## src/rtl/etalon_airy_transmission_top_macros.svh

```systemverilog
// Assertion macros for the etalon transmission block.
// Each expects i_clk and i_rst_n in the scope of the module that uses it.
`ifndef ETALON_AIRY_TRANSMISSION_TOP_MACROS_SVH
`define ETALON_AIRY_TRANSMISSION_TOP_MACROS_SVH

// The condition must never hold outside reset.
`define EAT_ASSERT_NEVER(lbl, cond, msg) \
    lbl: assert property (@(posedge i_clk) disable iff (!i_rst_n) !(cond)) else $error(msg);

// Whenever the antecedent holds, the consequent holds in the same cycle.
`define EAT_ASSERT_IMPL(lbl, ante, cons, msg) \
    lbl: assert property (@(posedge i_clk) disable iff (!i_rst_n) (ante) |-> (cons)) \
        else $error(msg);

`endif

```

## src/rtl/eat_pkg.sv

```systemverilog
// Shared types, constants and the Taylor divisor table of the etalon block.
// No dependencies.
package eat_pkg;

    localparam int unsigned WL_W    = 24;
    localparam int unsigned OPATH_W = 48;
    localparam int unsigned FCOEF_W = 32;
    localparam int unsigned TR_W    = 17;
    localparam int unsigned N_TERMS = 5;

    localparam logic [31:0] PI_Q30  = 32'd3373259426;
    localparam logic [30:0] ONE_Q30 = 31'h4000_0000;

    // Control bits that travel alongside every item in the pipeline.
    typedef struct packed {
        logic valid;
        logic zero;
    } t_ctl;

    // Divisors of the nested Taylor stages, innermost first.
    function automatic int unsigned taylor_div(input int unsigned idx);
        int unsigned k;
        case (idx)
            0: k = 110;
            1: k = 72;
            2: k = 42;
            3: k = 20;
            default: k = 6;
        endcase
        return k;
    endfunction

endpackage

```

## src/rtl/eat_taylor_cell.sv

```systemverilog
// One nested Taylor term of the sine, t' = 1 - ((z2 * t) >> 30) / K, in three stages.
// Depends on eat_pkg for constants and the control struct.
module eat_taylor_cell #(
    parameter int unsigned K = 6
) (
    input  logic          i_clk,
    input  logic          i_rst_n,
    input  logic          i_en,
    input  eat_pkg::t_ctl i_ctl,
    input  logic [30:0]   i_z,
    input  logic [31:0]   i_z2,
    input  logic [30:0]   i_t,
    output eat_pkg::t_ctl o_ctl,
    output logic [30:0]   o_z,
    output logic [31:0]   o_z2,
    output logic [30:0]   o_t
);

    // Reciprocal of K in Q32; the quotient it gives is at most one short.
    localparam logic [31:0] RECIP = 32'(64'h1_0000_0000 / 64'(K));

    eat_pkg::t_ctl   r_ctl [3];
    logic [30:0]     r_z   [3];
    logic [31:0]     r_z2  [3];
    logic [31:0]     r_p;
    logic [31:0]     r_pb;
    logic [31:0]     r_q0;
    logic [30:0]     r_t;
    logic [62:0]     prod_a;
    logic [63:0]     prod_b;
    logic [39:0]     qk;
    logic [39:0]     resid;
    logic [32:0]     q;
    logic [30:0]     n_t;

    always_comb begin
        prod_a = 63'(i_z2) * 63'(i_t);
        prod_b = 64'(r_p) * 64'(RECIP);
        qk     = 40'(r_q0) * 40'(K);
        resid  = 40'(r_pb) - qk;
        q      = (resid >= 40'(K)) ? 33'(r_q0) + 33'd1 : 33'(r_q0);
        n_t    = (q >= 33'(eat_pkg::ONE_Q30)) ? '0 : 31'(33'(eat_pkg::ONE_Q30) - q);
    end

    always_ff @(posedge i_clk) begin
        if (!i_rst_n) begin
            r_ctl[0] <= '0;
            r_ctl[1] <= '0;
            r_ctl[2] <= '0;
        end else if (i_en) begin
            r_ctl[0] <= i_ctl;
            r_ctl[1] <= r_ctl[0];
            r_ctl[2] <= r_ctl[1];
        end
    end

    always_ff @(posedge i_clk) begin
        if (i_en) begin
            r_z[0]  <= i_z;
            r_z[1]  <= r_z[0];
            r_z[2]  <= r_z[1];
            r_z2[0] <= i_z2;
            r_z2[1] <= r_z2[0];
            r_z2[2] <= r_z2[1];
            r_p     <= prod_a[61:30];
            r_pb    <= r_p;
            r_q0    <= prod_b[63:32];
            r_t     <= n_t;
        end
    end

    assign o_ctl = r_ctl[2];
    assign o_z   = r_z[2];
    assign o_z2  = r_z2[2];
    assign o_t   = r_t;

endmodule

```

## config.mk

```make
export PLATFORM = sky130hd
export DESIGN_NAME = eat_taylor_cell
export DESIGN_NICKNAME = d
export VERILOG_FILES = /design/src/rtl/etalon_airy_transmission_top_macros.svh /design/src/rtl/eat_pkg.sv /design/src/rtl/eat_taylor_cell.sv
export SDC_FILE = /design/constraint.sdc
export NUM_CORES = 2
export LEC_CHECK = 0
export ABC_AREA = 1
export BUFFER_PORTS_ARGS = -buffer_cell sky130_fd_sc_hd__buf_2
export CAP_MARGIN = 15
export CORE_ASPECT_RATIO = 1.5
export CORE_MARGIN = 4
export CORE_UTILIZATION = 35
export DETAILED_ROUTE_END_ITERATION = 8
export SYNTH_ARGS = -nofsm -noshare
export SYNTH_HDL_FRONTEND = slang
export SYNTH_SLANG_ARGS = --single-unit
export TNS_END_PERCENT = 20
```

## constraint.sdc

```tcl
create_clock -name i_clk -period 10.36 [get_ports i_clk]
set_input_delay 3.108 -clock i_clk [delete_from_list [all_inputs] [get_ports i_clk]]
set_output_delay 3.108 -clock i_clk [all_outputs]
set_load 0.005 [all_outputs]
```

==> impl_results.md <==
* Clock Path Buffers at 3
* Arr. time, crit path at 10.40 ns
* Post-synthesis share of cell area spent on xor and xnor gates at 2.04%
* Data required time of the worst path at 10.76 ns
* Post-synthesis mux area share at 0%
* Min-delay src: r_z2[0][56]
* Post-Syn Area per Cell at 8.72 um2
* Crit Reg-Reg Startpoint: r_p[17]
* FP Rows at 191
* Synth unique cells at 53
* Slew margin rel. at 38.3%
* Die width at 355 um
* Die area at between 150000 and 200000 um2
* Chip height at around 530 um
* Placed Cells at 9791
* DR vias at between 40000 and 50000
* Worst-Skew Late Latency at approximately 0.66 ns
* Post-synth EDFFs at 319
* Total Routing Usage GR at 20.4%
* DR vias/cell at 4.79
* Syn_nets at 9213
* Final setup viols at 0
* Final hold viol count at 0
* CTS tree: done
* Hold-fix buffers at CTS at 0
* Port Buffers at between 150 and 200
* Setup crit end kind: register
* Largest family of logic cells by synthesized area: adder cells
* RD Place Congestion at 0.957
* CP max FO at 14
* Yosys warnings at 0
* Final setup TNS at 0 ns
* Io pins at 195
* Initial drt markers at 2693
* Post-synthesis sequential area ratio at 15.1%
* Reg2reg end: r_q0[28]
* TritonCTS Sinks at 319
* First-pass iteration count of the detailed router at 8
* Simple-gate share of the synthesized area at 14.6%
* Hold Path Stages at 0
* Worst Setup Path Type: input port to register
* Postcts setup bufs at 0
* Max Cap Violations at 0
* Compound-Gate Fraction of Synth Area at under 10%
* Worst hold endpoint: r_z2[0][88]
* CP max stage delay at 0.54 ns
* Layout Cells excl Fill at 9864
* Detail Placement HPWL at 166 mm
* CP most frequent cell: fa_1
* Core box area at approximately 180000 um2
* DRT Wirelength at between 150 and 200 mm
* Fill cells at 18500
* Final Max Slew Viols at 0
* Vias in the first global route at 52000
* Run status: completed
* Min Tclk post-route at 10.00 ns
* Grt ovf at 0
* Reg2Reg Depth at 26
* Post-layout util at 38.2%
* Main synth FF type: edfxtp_1
* Clock transition at the registers of the reported paths at 0.07 ns
* Post-synth top area share at a little under two fifths
* Share of layout cells above drive strength 1 at under 10%
* Ys async rst share at 0%
* Syn Std Cell Area at 63300 um2
* Reg2reg setup slack at ~1.9 ns
* RSZ-0062 raised after global routing: no
* CTS H-Tree Depth at 2
* Fin nets at 9368
* Pin count of the biggest net entering global routing at 116
* Achievable Freq at 0.100 GHz
* Antenna violations before repair at 12
* Most frequent cells after synthesis: 2011 x inv_1, 1684 x nand2_1, 1197 x fa_1
* Synthesis-to-layout area growth at 8.63%
* Adder-cell share of the synthesized area at 50.7%
* Starting Density at approximately a third
* Synth Instances at 7264
* Clock Skews at between 0.02 and 0.03 ns
* WHS at ~0.40 ns
* Slowest-stage cell, CP: fa_1
* CTS buffer count at 38
* Synth area leader: fa_1
* Avg WL per Cell at 19.2 um
* Startpoint types: input port
* Root Buffer: clkbuf_16
* Hold WC Path Type: register to register
* DRC violations left at 0
* Tightest Pin Transition at 0.923 ns
* Post-route ant nets at 0
* Post-CTS sizing at 0
* #FFs+latches synth at 319
* Fin crit share at 96.6%
* Largest cells by area after synthesis: fa_1 38%, edfxtp_1 15%, ha_1 13%
* First-pass GRT wire length at approximately 300 mm
* Most common cell in the synthesized netlist: inv_1
[flip-flops by register name, indices dropped and copies added, names as in the netlist]
register	cells
r_p	32
o_t	31
r_q0	30
r_z	93
r_pb	31
r_ctl	6
r_z2	96
[cell usage in the layout, fill, tap and decap left out, drive strengths merged, types with 5 or more instances in the layout]
cell,netlist,routed
clkbuf,189,44
a21oi,204,204
ha,653,653
o221ai,7,7
nand3,114,114
xor2,90,90
a21o,6,6
buf,77,381
o211ai,10,10
nor4,13,13
nor2,316,316
nor3,37,37
inv,2029,2037
o21a,13,13
edfxtp,319,319
xnor2,57,57
nand2,1704,1704
fa,1197,1197
diode,0,6
a31oi,28,28
o21bai,13,13
o21ai,80,80
clkinv,5,17
nand3b,9,9
nand4,65,65
a21boi,5,5
[final cells by class]
class,count,area [um2],area share (%)
diodes,6,15.0,0.0218
clock buffers,44,995,1.45
clock inverters,23,180,0.262
inverters,2034,7630,11.1
multi-input cells,4645,44800,65.1
flip-flops and latches,319,9580,13.9
well taps,2412,3020,4.39
repair buffers,381,2560,3.72
[logic make-up after synthesis]
| family | count (synthesis) |
|---|---|
| XOR/XNOR | 147 |
| flip-flops | 319 |
| AND/OR/NAND/NOR | 2265 |
| buffers and inverters | 2300 |
| AO/OA/AOI/OAI | 383 |
| adder cells (fa/ha/maj) | 1850 |
[stage by stage]
step                      instance area (um2)  setup slack [ns]
after global routing                    68800             0.104
final                                   68800             0.357
after CTS                               68800             0.362
after detailed placement                67600            -0.348
after floorplan                         63300             0.722
after global placement                  67600            -0.245
[worst max-delay path by stage]
stage	startpoint	end	slack, ns	cells after the start
finish	i_z2[15]	r_p[19]	0.36	26
global route	i_z2[7]	r_p[19]	0.10	28
CTS	i_z2[15]	r_p[19]	0.36	26
detailed placement	i_z2[15]	r_p[19]	-0.35	26
global placement	i_z2[10]	r_p[27]	-0.24	25
floorplan	i_t[4]	r_p[28]	0.72	26
[per-layer routing]
metal | share of wire (%) | vias to the layer above | global-route usage, %
met2 | 53 | 1328 | 39.1
li1 | - | 21700 | -
met5 | 0.024 | - | 0
met3 | 4.1 | 549 | 2.50
met4 | 7.3 | 6 | 12.1
met1 | 35 | 23600 | 21.2
[critical path, delay by kind of cell]
family                   cells  cell delay [ns]
AO/OA/AOI/OAI                6             1.61
buffers and inverters        9             1.08
AND/OR/NAND/NOR              1             0.12
XOR/XNOR                     1             0.08
adder cells (fa/ha/maj)      9             4.35
Power is not shown: default switching activity piles up to over one toggle a cycle in this logic, so the estimate is an artifact.
