<file path="src/rtl/etalon_airy_transmission_top_macros.svh">
// Assertion macros for the etalon transmission block.
// Each expects i_clk and i_rst_n in the scope of the module that uses it.
`ifndef ETALON_AIRY_TRANSMISSION_TOP_MACROS_SVH
`define ETALON_AIRY_TRANSMISSION_TOP_MACROS_SVH

// The condition must never hold outside reset.
`define EAT_ASSERT_NEVER(lbl, cond, msg) \
    lbl: assert property (@(posedge i_clk) disable iff (!i_rst_n) !(cond)) else $error(msg);

// Whenever the antecedent holds, the consequent holds in the same cycle.
`define EAT_ASSERT_IMPL(lbl, ante, cons, msg) \
    lbl: assert property (@(posedge i_clk) disable iff (!i_rst_n) (ante) |-> (cons)) \
        else $error(msg);

`endif

</file>
<file path="src/rtl/eat_pkg.sv">
// Shared types, constants and the Taylor divisor table of the etalon block.
// No dependencies.
package eat_pkg;

    localparam int unsigned WL_W    = 24;
    localparam int unsigned OPATH_W = 48;
    localparam int unsigned FCOEF_W = 32;
    localparam int unsigned TR_W    = 17;
    localparam int unsigned N_TERMS = 5;

    localparam logic [31:0] PI_Q30  = 32'd3373259426;
    localparam logic [30:0] ONE_Q30 = 31'h4000_0000;

    // Control bits that travel alongside every item in the pipeline.
    typedef struct packed {
        logic valid;
        logic zero;
    } t_ctl;

    // Divisors of the nested Taylor stages, innermost first.
    function automatic int unsigned taylor_div(input int unsigned idx);
        int unsigned k;
        case (idx)
            0: k = 110;
            1: k = 72;
            2: k = 42;
            3: k = 20;
            default: k = 6;
        endcase
        return k;
    endfunction

endpackage

</file>
<file path="src/rtl/eat_div_cell.sv">
// One restoring division step with its pipeline register.
// Depends on eat_pkg for the control struct.
module eat_div_cell #(
    parameter int unsigned DW = 24,
    parameter int unsigned NW = 64,
    parameter int unsigned QW = 16
) (
    input  logic            i_clk,
    input  logic            i_rst_n,
    input  logic            i_en,
    input  eat_pkg::t_ctl   i_ctl,
    input  logic [DW-1:0]   i_rem,
    input  logic [DW-1:0]   i_div,
    input  logic [NW-1:0]   i_num,
    input  logic [QW-1:0]   i_quo,
    output eat_pkg::t_ctl   o_ctl,
    output logic [DW-1:0]   o_rem,
    output logic [DW-1:0]   o_div,
    output logic [NW-1:0]   o_num,
    output logic [QW-1:0]   o_quo
);

    logic [DW:0]   trial;
    logic          fits;
    logic [DW-1:0] n_rem;
    eat_pkg::t_ctl r_ctl;
    logic [DW-1:0] r_rem;
    logic [DW-1:0] r_div;
    logic [NW-1:0] r_num;
    logic [QW-1:0] r_quo;

    // The next dividend bit enters the partial remainder from the top of i_num.
    always_comb begin
        trial = {i_rem, i_num[NW-1]};
        fits  = trial >= {1'b0, i_div};
        n_rem = fits ? DW'(trial - {1'b0, i_div}) : trial[DW-1:0];
    end

    always_ff @(posedge i_clk) begin
        if (!i_rst_n) begin
            r_ctl <= '0;
        end else if (i_en) begin
            r_ctl <= i_ctl;
        end
    end

    always_ff @(posedge i_clk) begin
        if (i_en) begin
            r_rem <= n_rem;
            r_div <= i_div;
            r_num <= {i_num[NW-2:0], 1'b0};
            r_quo <= {i_quo[QW-2:0], fits};
        end
    end

    assign o_ctl = r_ctl;
    assign o_rem = r_rem;
    assign o_div = r_div;
    assign o_num = r_num;
    assign o_quo = r_quo;

endmodule

</file>
<file path="config.mk">
export PLATFORM = sky130hd
export DESIGN_NAME = eat_div_cell
export DESIGN_NICKNAME = d
export VERILOG_FILES = /design/src/rtl/etalon_airy_transmission_top_macros.svh /design/src/rtl/eat_pkg.sv /design/src/rtl/eat_div_cell.sv
export SDC_FILE = /design/constraint.sdc
export NUM_CORES = 1
export LEC_CHECK = 0
export BUFFER_PORTS_ARGS = -buffer_cell sky130_fd_sc_hd__clkbuf_2
export CAP_MARGIN = 20
export CORE_ASPECT_RATIO = 0.8
export CORE_MARGIN = 2
export CORE_UTILIZATION = 45
export DETAILED_ROUTE_END_ITERATION = 8
export GPL_ROUTABILITY_DRIVEN = 0
export PLACE_DENSITY = 0.83
export SYNTH_ARGS = -nofsm -noshare
export SYNTH_HDL_FRONTEND = slang
export SYNTH_SLANG_ARGS = --single-unit
export TNS_END_PERCENT = 5
</file>
<file path="constraint.sdc">
create_clock -name i_clk -period 3.65 [get_ports i_clk]
set_input_delay 0.73 -clock i_clk [delete_from_list [all_inputs] [get_ports i_clk]]
set_output_delay 0.73 -clock i_clk [all_outputs]
set_load 0.02 [all_outputs]
</file>
==> metrics.txt, run 1 <==
IO buf count=260; Synth async-reset ratio=0%; CTS max path bufs=2; Setup CP Type=in2reg; HPWL Detailed=11.09 mm; Layout Area Growth over Synthesis=38.46%; dominant cell type by area after synthesis=edfxtp_1; yosys warns=0; Setup crit end kind=flip-flop; first-pass GRT wire length=22.43 mm; reg-to-reg endpoint=o_ctl[1]; largest net degree at the start of global routing=67; number of hold buffers added after cts=0; Worst VDD drop=0.3150 mV; GRT Total Usage=22.27%; Filler cells=900; CP arrival=3200 ps; Hold Path End=o_num[4]; synthesized area per cell=15.55 µm²; Synth area leaders=edfxtp_1 68%, ha_1 5.3%, mux2_4 4.0%; Root Driver=clkbuf_16; register area share after synthesis=68.28%; EDFF count, synth=127; hold crit path type=in2reg; Post-CTS Resized=0; r2r setup slk=3050 ps; Hold Path Origin=i_num[3]; Worst-Skew Late Latency=410 ps; Reg2Reg Depth=2; Post-Syn Nets=521; layout cell share with drive strength beyond 1=49.85%; drt pass-1 iters=5; die area=13460 µm²; Starting DRT DRC Count=283; DIE WIDTH=129.2 µm; H-tree levels=4; Final nets=799; TNS Setup=0 ps; actual slew at the worst max-slew pin=623.9 ps; crit share post-route=83.19%; via density per instance=4.920; Post-Syn Area=5644 µm²; diodes inserted=0; Tot Pwr=0.004500 W; crit-path max FO=4; Starting Density=46.24%; drt drc=0; vias in the first global route=4194; row cnt=36; Synth top area share=67.57%; Multi-input gate area=1630 µm²; Critical R2R Launch=o_ctl[1]; max_cap viols=0; Reg area=3854 µm²; Max Clock Freq=329.3 MHz; WL final=15.06 mm; Congestion Overflow GR=0; area of the core=12210 µm²; clock-pin slew on the worst setup and hold paths=60 ps; Hold Vio Cnt, Final=0; hold depth=1; CP Data Required Time=3820 ps; RSZ-0062 raised after global routing=false; post-synth cell types=48; vias=4059; LEAKAGE=3.588 nW; Max Slew Vio Count=0; Slew HR=58.40%; setup violators final=0; Routed Antenna Nets=0; initial antenna violation count=0; post-CTS setup repair buffer count=0; Power Density=575.9 nW/µm²; cells after synthesis=363; outcome=finished, final reports clean; flops & latches, synth=129; Max Clock Skew=0 ps; DR WL/cell=18.25 µm; Ports=263; TritonCTS buffer count=17; clk sinks=129; Core Util, Final=64.02%; minimum clock period=3036 ps; crit path launch type=input pin; CTS tree=built; most common flop cell mapped by yosys=edfxtp_1; Die Y=104.2 µm
-- state kept, by name, indices dropped and copies added, names as in the netlist --
| register | count |
|---|---|
| o_num | 63 |
| o_div | 24 |
| o_rem | 24 |
| o_quo | 16 |
| o_ctl | 2 |
-- stage by stage --
stage | cells | hold slack [ps] | setup slack, ps | area (µm²)
final | 825 | 487.6 | 613.7 | 7815
after global routing | 825 | 464.7 | 588.5 | 7815
after CTS | 825 | 469.7 | 687.9 | 7815
after detailed placement | 793 | 511.8 | 263.8 | 7158
after global placement | 793 | 497.0 | 249.4 | 7158
after floorplan | 363 | 589.3 | 741.0 | 5644
-- critical path, stage by stage --
cell and delay [ps]:
clkbuf_2 70, inv_1 40, ha_1 200, fa_1 420
nand2b_1 180, a21oi_1 320, o211ai_1 220, a31oi_1 310
o311ai_1 140, a21oi_1 210, xor2_1 90, mux2_4 260
-- synthesized netlist by cell type, types with 2 or more instances --
cell type / n
o211a_1: 2
o21a_1: 2
mux2i_1: 4
or3_1: 2
ha_1: 24
nand2_1: 11
nand2b_1: 3
xor2_1: 5
o21ai_1: 4
a31o_2: 2
o21bai_1: 3
a21oi_1: 20
mux2_4: 15
a31oi_1: 3
o21ai_0: 8
o211ai_2: 2
nor2b_1: 3
nand4_1: 4
a21o_1: 10
buf_12: 2
xnor2_1: 14
nor2_4: 2
a21oi_2: 2
nand3_1: 6
inv_1: 30
edfxtp_1: 127
mux2_2: 5
nor2_1: 23
nor3_1: 2
o211ai_1: 4
dfxtp_1: 2
-- power by group --
group	total (W)	internal [W]	switching, W
clock	0.00188	0.00123	0.000658
combinational	0.000782	0.000313	0.000469
sequential	0.00184	0.00179	0.0000412
total	0.00450	0.00333	0.00117
-- cell families (layout without fill, tap and decap cells) --
family	Yosys count	after routing	synth area share [%]
flops	129	129	68.28
simple gates	60	60	5.210
xor+xnor	19	19	2.948
compound gates	72	72	9.289
fa+ha+maj	25	25	5.675
other cells	1	1	0.06644
mux	24	24	5.697
buf+inv	33	324	2.838
-- cells in the final DEF, fill, tap and decap left out, types with 3 or more instances in the layout --
cell,n
clkbuf_2,259
edfxtp_1,127
inv_1,30
ha_1,24
nor2_1,23
a21oi_1,20
clkbuf_16,17
mux2_4,15
xnor2_1,14
nand2_1,11
a21o_1,10
o21ai_0,8
nand3_1,6
xor2_1,5
mux2_2,5
bufinv_16,5
nand4_1,4
o21ai_1,4
o211ai_1,4
mux2i_1,4
nor2b_1,3
nand2b_1,3
a31oi_1,3
o21bai_1,3
clkinv_4,3
-- how the worst max path moves through the flow --
| stage | endpoint | slack (ps) | depth (start not counted) | startpoint |
|---|---|---|---|---|
| 2_1_floorplan | o_rem[10] | 740 | 11 | i_div[3] |
| 3_3_place_gp | o_rem[22] | 250 | 12 | i_num[63] |
| 3_5_place_dp | o_rem[22] | 260 | 12 | i_num[63] |
| 4_1_cts | o_rem[22] | 690 | 12 | i_num[63] |
| 5_1_grt | o_rem[22] | 590 | 12 | i_num[63] |
| 6_report | o_rem[22] | 610 | 12 | i_num[63] |
-- per-layer routing --
layer | global-route usage (%) | vias to the layer above | part of all wire, %
met5 | 0 | - | 0
met4 | 7.453 | 0 | 1.8
met3 | 8.848 | 20 | 8.9
met2 | 39.06 | 189 | 52
met1 | 24.41 | 1925 | 38
li1 | - | 1925 | -
-- final cells by class --
| type | instances | area share (%) |
|---|---|---|
| Timing Repair Buffer | 262 | 17.24 |
| Multi-Input combinational cell | 201 | 20.86 |
| Inverter | 30 | 1.441 |
| Clock inverter | 14 | 2.914 |
| Clock buffer | 18 | 5.492 |
| Sequential cell | 129 | 49.31 |
| Tap cell | 171 | 2.738 |
Note: power is estimated with default switching activity, not from simulation.
==> run 2, diff against run 1 <==
==> constraint.sdc (replaced) <==
create_clock -name i_clk -period 3.1 [get_ports i_clk]
set_input_delay 0.62 -clock i_clk [delete_from_list [all_inputs] [get_ports i_clk]]
set_output_delay 0.62 -clock i_clk [all_outputs]
set_load 0.02 [all_outputs]
==> run 2 against run 1 <==
  * Global-route usage shrank 0.40 points
  * Final cell count grew 1.6%
  * Setup slack lost 360 ps
  * Worst hold slack lost 100 ps
  * Routed wire length shrank 1.0%
  * Sequential share of layout area is essentially flat
  * Critical path type unchanged
==> metrics.txt, run 2 (synthesis results as in run 1) <==
setup violators final=0; CP dominant cell by count=a21oi_1; IO buf count=260; Ports=263; CTS max path bufs=2; most frequent cells in the layout=259 x clkbuf_2, 127 x edfxtp_1, 30 x inv_1; Slew HR=59.28%; CP delay by family, top=compound AO/OA/AOI/OAI gates; most common cell after layout, fill and taps aside=clkbuf_2; sequential share of power=43.8%; Starting Density=46.24%; actual slew at the worst max-slew pin=610.8 ps; hold depth=1; CP arrival=3000 ps; Pint=0.003599 W; Routed Antenna Nets=0; row cnt=36; CTS tree=built; Max Clock Freq=351.3 MHz; TritonCTS buffer count=17; area of the core=12210 µm²; largest net degree at the start of global routing=69; post-CTS setup repair buffer count=0; hold crit path type=in2reg; Root Driver=clkbuf_16; Setup crit end kind=flip-flop; reg-to-reg endpoint=o_ctl[1]; CP Data Required Time=3260 ps; r2r setup slk=2480 ps; Congestion Overflow GR=0; Placed Area=7276 µm²; HPWL Detailed=11.54 mm; Max Slew Vio Count=0; RSZ-0062 raised after global routing=false; crit path launch type=input pin; hold slack=386.8 ps; fin cells=838; Max Clock Skew=0 ps; max_cap viols=0; Slowest-stage cell, CP=fa_1; Hold Vio Cnt, Final=0; clk sinks=129; # placed instances=807; Post-CTS Resized=0; vias=4158; Switching Share=26.96%; via density per instance=4.962; Layout Area Growth over Synthesis=38.48%; Final nets=813; Hold Path Origin=i_num[10]; LEAKAGE=3.605 nW; CP Buf/Inv Count=3; DR WL/cell=17.78 µm; max FFs per register=63; DIE WIDTH=129.2 µm; Critical R2R Launch=o_ctl[1]; clock-pin slew on the worst setup and hold paths=60 ps; Filler cells=903; outcome=finished, final reports clean; vias in the first global route=4245; Worst-Skew Late Latency=400 ps; crit share post-route=91.83%; Tot Pwr=0.004927 W; NetSw=0.001329 W; Starting DRT DRC Count=337; minimum clock period=2847 ps; Hold Path End=o_num[11]; Die Y=104.2 µm; Reg2Reg Depth=2; first-pass GRT wire length=22.30 mm; WL final=14.90 mm; initial antenna violation count=0; crit-path max FO=4; Power Density=630.4 nW/µm²; Setup CP Type=in2reg; drt pass-1 iters=5; diodes inserted=0; GRT Total Usage=21.88%; drt drc=0; CP peak stage delay=390 ps; number of hold buffers added after cts=0; die area=13460 µm²; Comb pwr share=19.2%; Worst VDD drop=0.3708 mV; layout cell share with drive strength beyond 1=50.82%; clock network fraction of total power=37.0%; TNS Setup=0 ps; H-tree levels=4; fin area=7816 µm²; worst-path cell chain=clkbuf_2 -> inv_1 -> ha_1 -> fa_1 -> nand2b_1 -> a21oi_1 -> buf_4 -> o211ai_1 -> a31oi_1 -> o311ai_1 -> a21oi_1 -> xor2_1 -> mux2_4
run 2: stage by stage:
| stage | worst slack, ps | utilization, % |
|---|---|---|
| floorplan | 301.0 | - |
| global placement | -53.26 | 59.60 |
| detailed placement | -143.1 | 59.60 |
| CTS | 273.4 | 64.03 |
| global route | 160.5 | 64.03 |
| finish | 253.3 | 64.03 |
run 2: cell type report:
type                    instances  area (µm²)  area share, %
well taps                     171       214.0          2.737
clock buffers                  18       429.2          5.491
inverters                      30       112.6          1.441
clock inverters                13       111.4          1.425
repair buffers                276        1465          18.75
multi-input cells             201        1630          20.86
flip-flops and latches        129        3854          49.30
run 2: worst max-delay path by stage:
stage | from | to | slack (ps) | depth (start not counted)
6_report | i_num[63] | o_rem[22] | 250 | 13
3_3_place_gp | i_num[63] | o_rem[22] | -50 | 13
5_1_grt | i_num[63] | o_rem[22] | 160 | 13
2_1_floorplan | i_div[3] | o_rem[10] | 300 | 11
4_1_cts | i_num[63] | o_rem[22] | 270 | 13
3_5_place_dp | i_num[63] | o_rem[22] | -140 | 13
run 2: routing by layer:
metal / vias to the layer above / part of all wire, % / track usage [%]
met1: 1991 / 37 / 24.19
li1: 1958 / - / -
met3: 24 / 9.1 / 8.848
met5: - / 0 / 0
met4: 0 / 2.0 / 6.134
met2: 185 / 52 / 38.57
run 2: power by group through the flow:
stage	registers, W	clock network, W	logic, W
after floorplan	0.00241	0	0.000351
after detailed placement	0.00220	0	0.000944
final	0.00216	0.00182	0.000946
after CTS	0.00216	0.00187	0.000951
after global routing	0.00218	0.00193	0.00101
after global placement	0.00219	0	0.000920
==> run 3, diff against run 2 <==
--- a/config.mk
+++ b/config.mk
@@ -5,14 +5,14 @@
 export SDC_FILE = /design/constraint.sdc
 export NUM_CORES = 1
 export LEC_CHECK = 0
-export BUFFER_PORTS_ARGS = -buffer_cell sky130_fd_sc_hd__clkbuf_2
-export CAP_MARGIN = 20
+export CAP_MARGIN = 25
 export CORE_ASPECT_RATIO = 0.8
 export CORE_MARGIN = 2
-export CORE_UTILIZATION = 45
+export CORE_UTILIZATION = 50
 export DETAILED_ROUTE_END_ITERATION = 8
+export DONT_BUFFER_PORTS = 1
 export GPL_ROUTABILITY_DRIVEN = 0
-export PLACE_DENSITY = 0.83
+export PLACE_DENSITY = 0.7
 export SYNTH_ARGS = -nofsm -noshare
 export SYNTH_HDL_FRONTEND = slang
 export SYNTH_SLANG_ARGS = --single-unit
==> run 3 against run 2 <==
  * Routed wire length fell by 17%
  * Worst hold slack got worse by 82 ps
  * Clock skew did not move
  * Final cell count fell by 36%
==> metrics.txt, run 3 (synthesis results as in run 1) <==
Setup CP Type=in2reg; Max Clock Freq=372.5 MHz; fin area=6381 µm²; Starting DRT DRC Count=168; Tot Pwr=0.004684 W; number of hold buffers added after cts=0; Ports=263; clk sinks=129; H-tree levels=4; Slowest-stage cell, CP=fa_1; IO buf count=0; setup violators final=0; vias=3010; Worst-Skew Late Latency=400 ps; Max Slew Vio Count=0; HPWL Detailed=9.389 mm; drt pass-1 iters=4; layout cell share with drive strength beyond 1=16.71%; crit share post-route=86.61%; CP arrival=2840 ps; Root Driver=clkbuf_16; most frequent cells in the layout=127 x edfxtp_1, 30 x inv_1, 24 x ha_1; most common cell after layout, fill and taps aside=edfxtp_1; Reg area=3854 µm²; GRT Total Usage=19.76%; CTS tree=built; outcome=finished, final reports clean; Final nets=543; area of the core=10930 µm²; CP Data Required Time=3250 ps; max FFs per register=63; post-CTS setup repair buffer count=0; Layout Area Growth over Synthesis=13.06%; hold crit path type=in2reg; first-pass GRT wire length=17.47 mm; drt drc=0; die area=12160 µm²; DIE WIDTH=122.8 µm; # placed instances=510; TNS Setup=0 ps; crit path launch type=input pin; max_cap viols=0; Placed Area=5834 µm²; TritonCTS buffer count=17; CP peak stage delay=380 ps; Power Density=734.0 nW/µm²; Routed Antenna Nets=0; fin cells=539; diodes inserted=0; WL final=12.44 mm; Max Clock Skew=0 ps; LEAKAGE=2.463 nW; minimum clock period=2685 ps; Multi-input gate area=1630 µm²; Post-CTS Resized=0; crit-path max FO=4; largest net degree at the start of global routing=130; worst-path cell chain=inv_1 -> ha_1 -> fa_1 -> nand2b_1 -> a21oi_1 -> buf_4 -> o211ai_1 -> a31oi_1 -> o311ai_1 -> a21oi_1 -> xor2_1 -> mux2_4; Congestion Overflow GR=0; initial antenna violation count=0; vias in the first global route=2898; Worst VDD drop=0.4249 mV; Setup crit end kind=flip-flop; DR WL/cell=23.07 µm; clock-pin slew on the worst setup and hold paths=60 ps; via density per instance=5.584; CP dominant cell by count=a21oi_1; RSZ-0062 raised after global routing=false; Die Y=99.03 µm; row cnt=34; CTS max path bufs=2; Starting Density=51.63%; Filler cells=820; Hold Vio Cnt, Final=0
## run 3: cell count changes in the layout (fill, tap and decap cells not counted)
cell,delta
clkinv_1,+1
buf_12,-2
clkinv_4,+1
clkinv_2,-2
inv_6,-3
buf_6,-1
clkbuf_2,-259
buf_4,-8
bufinv_16,+1
## run 3: worst max-delay path, delay by kind of cell
family / cells / cell delay (ps)
AO/OA/AOI/OAI: 5 / 940
adder cells (fa/ha/maj): 2 / 590
multiplexers: 1 / 260
buffers and inverters: 2 / 180
AND/OR/NAND/NOR: 1 / 170
XOR/XNOR: 1 / 90
## run 3: metal layers
metal	global-route usage, %	wire (µm)	share of wire (%)
met5	0	0	0
met4	5.836	116	0.93
met3	9.549	1429	11
met2	33.15	6238	50
met1	22.33	4652	37
## run 3: where the power goes
part	internal [W]	switching [W]	total (W)
clock network	0.00116	0.000691	0.00185
logic	0.000215	0.000210	0.000425
registers	0.00213	0.000278	0.00241
total	0.00351	0.00118	0.00468
## run 3: metrics by stage
stage / worst slack, ps / utilization (%) / hold slack [ps]
floorplan: 301.0 / - / 589.3
global placement: 5.765 / 53.36 / 612.1
detailed placement: 55.02 / 53.36 / 614.6
CTS: 406.1 / 58.37 / 289.8
global route: 277.3 / 58.37 / 283.6
finish: 415.2 / 58.37 / 304.9
## run 3: path summary, 6_finish.rpt
| kind | start | end | slack [ps] | depth (start not counted) |
|---|---|---|---|---|
| max | i_num[63] | o_rem[22] | 420 | 12 |
| min | i_div[8] | o_div[8] | 300 | 0 |
| max reg2reg | o_ctl[0] | o_ctl[0] | 2370 | 2 |
| min reg2reg | o_ctl[1] | o_ctl[1] | 620 | 2 |
## run 3: cell type report
cell class	instances	area share, %
Multi-Input combinational cell	201	25.55
Clock buffer	18	6.725
Inverter	30	1.765
Timing Repair Buffer	6	0.9020
Sequential cell	129	60.39
Clock inverter	11	1.843
Tap cell	144	2.824
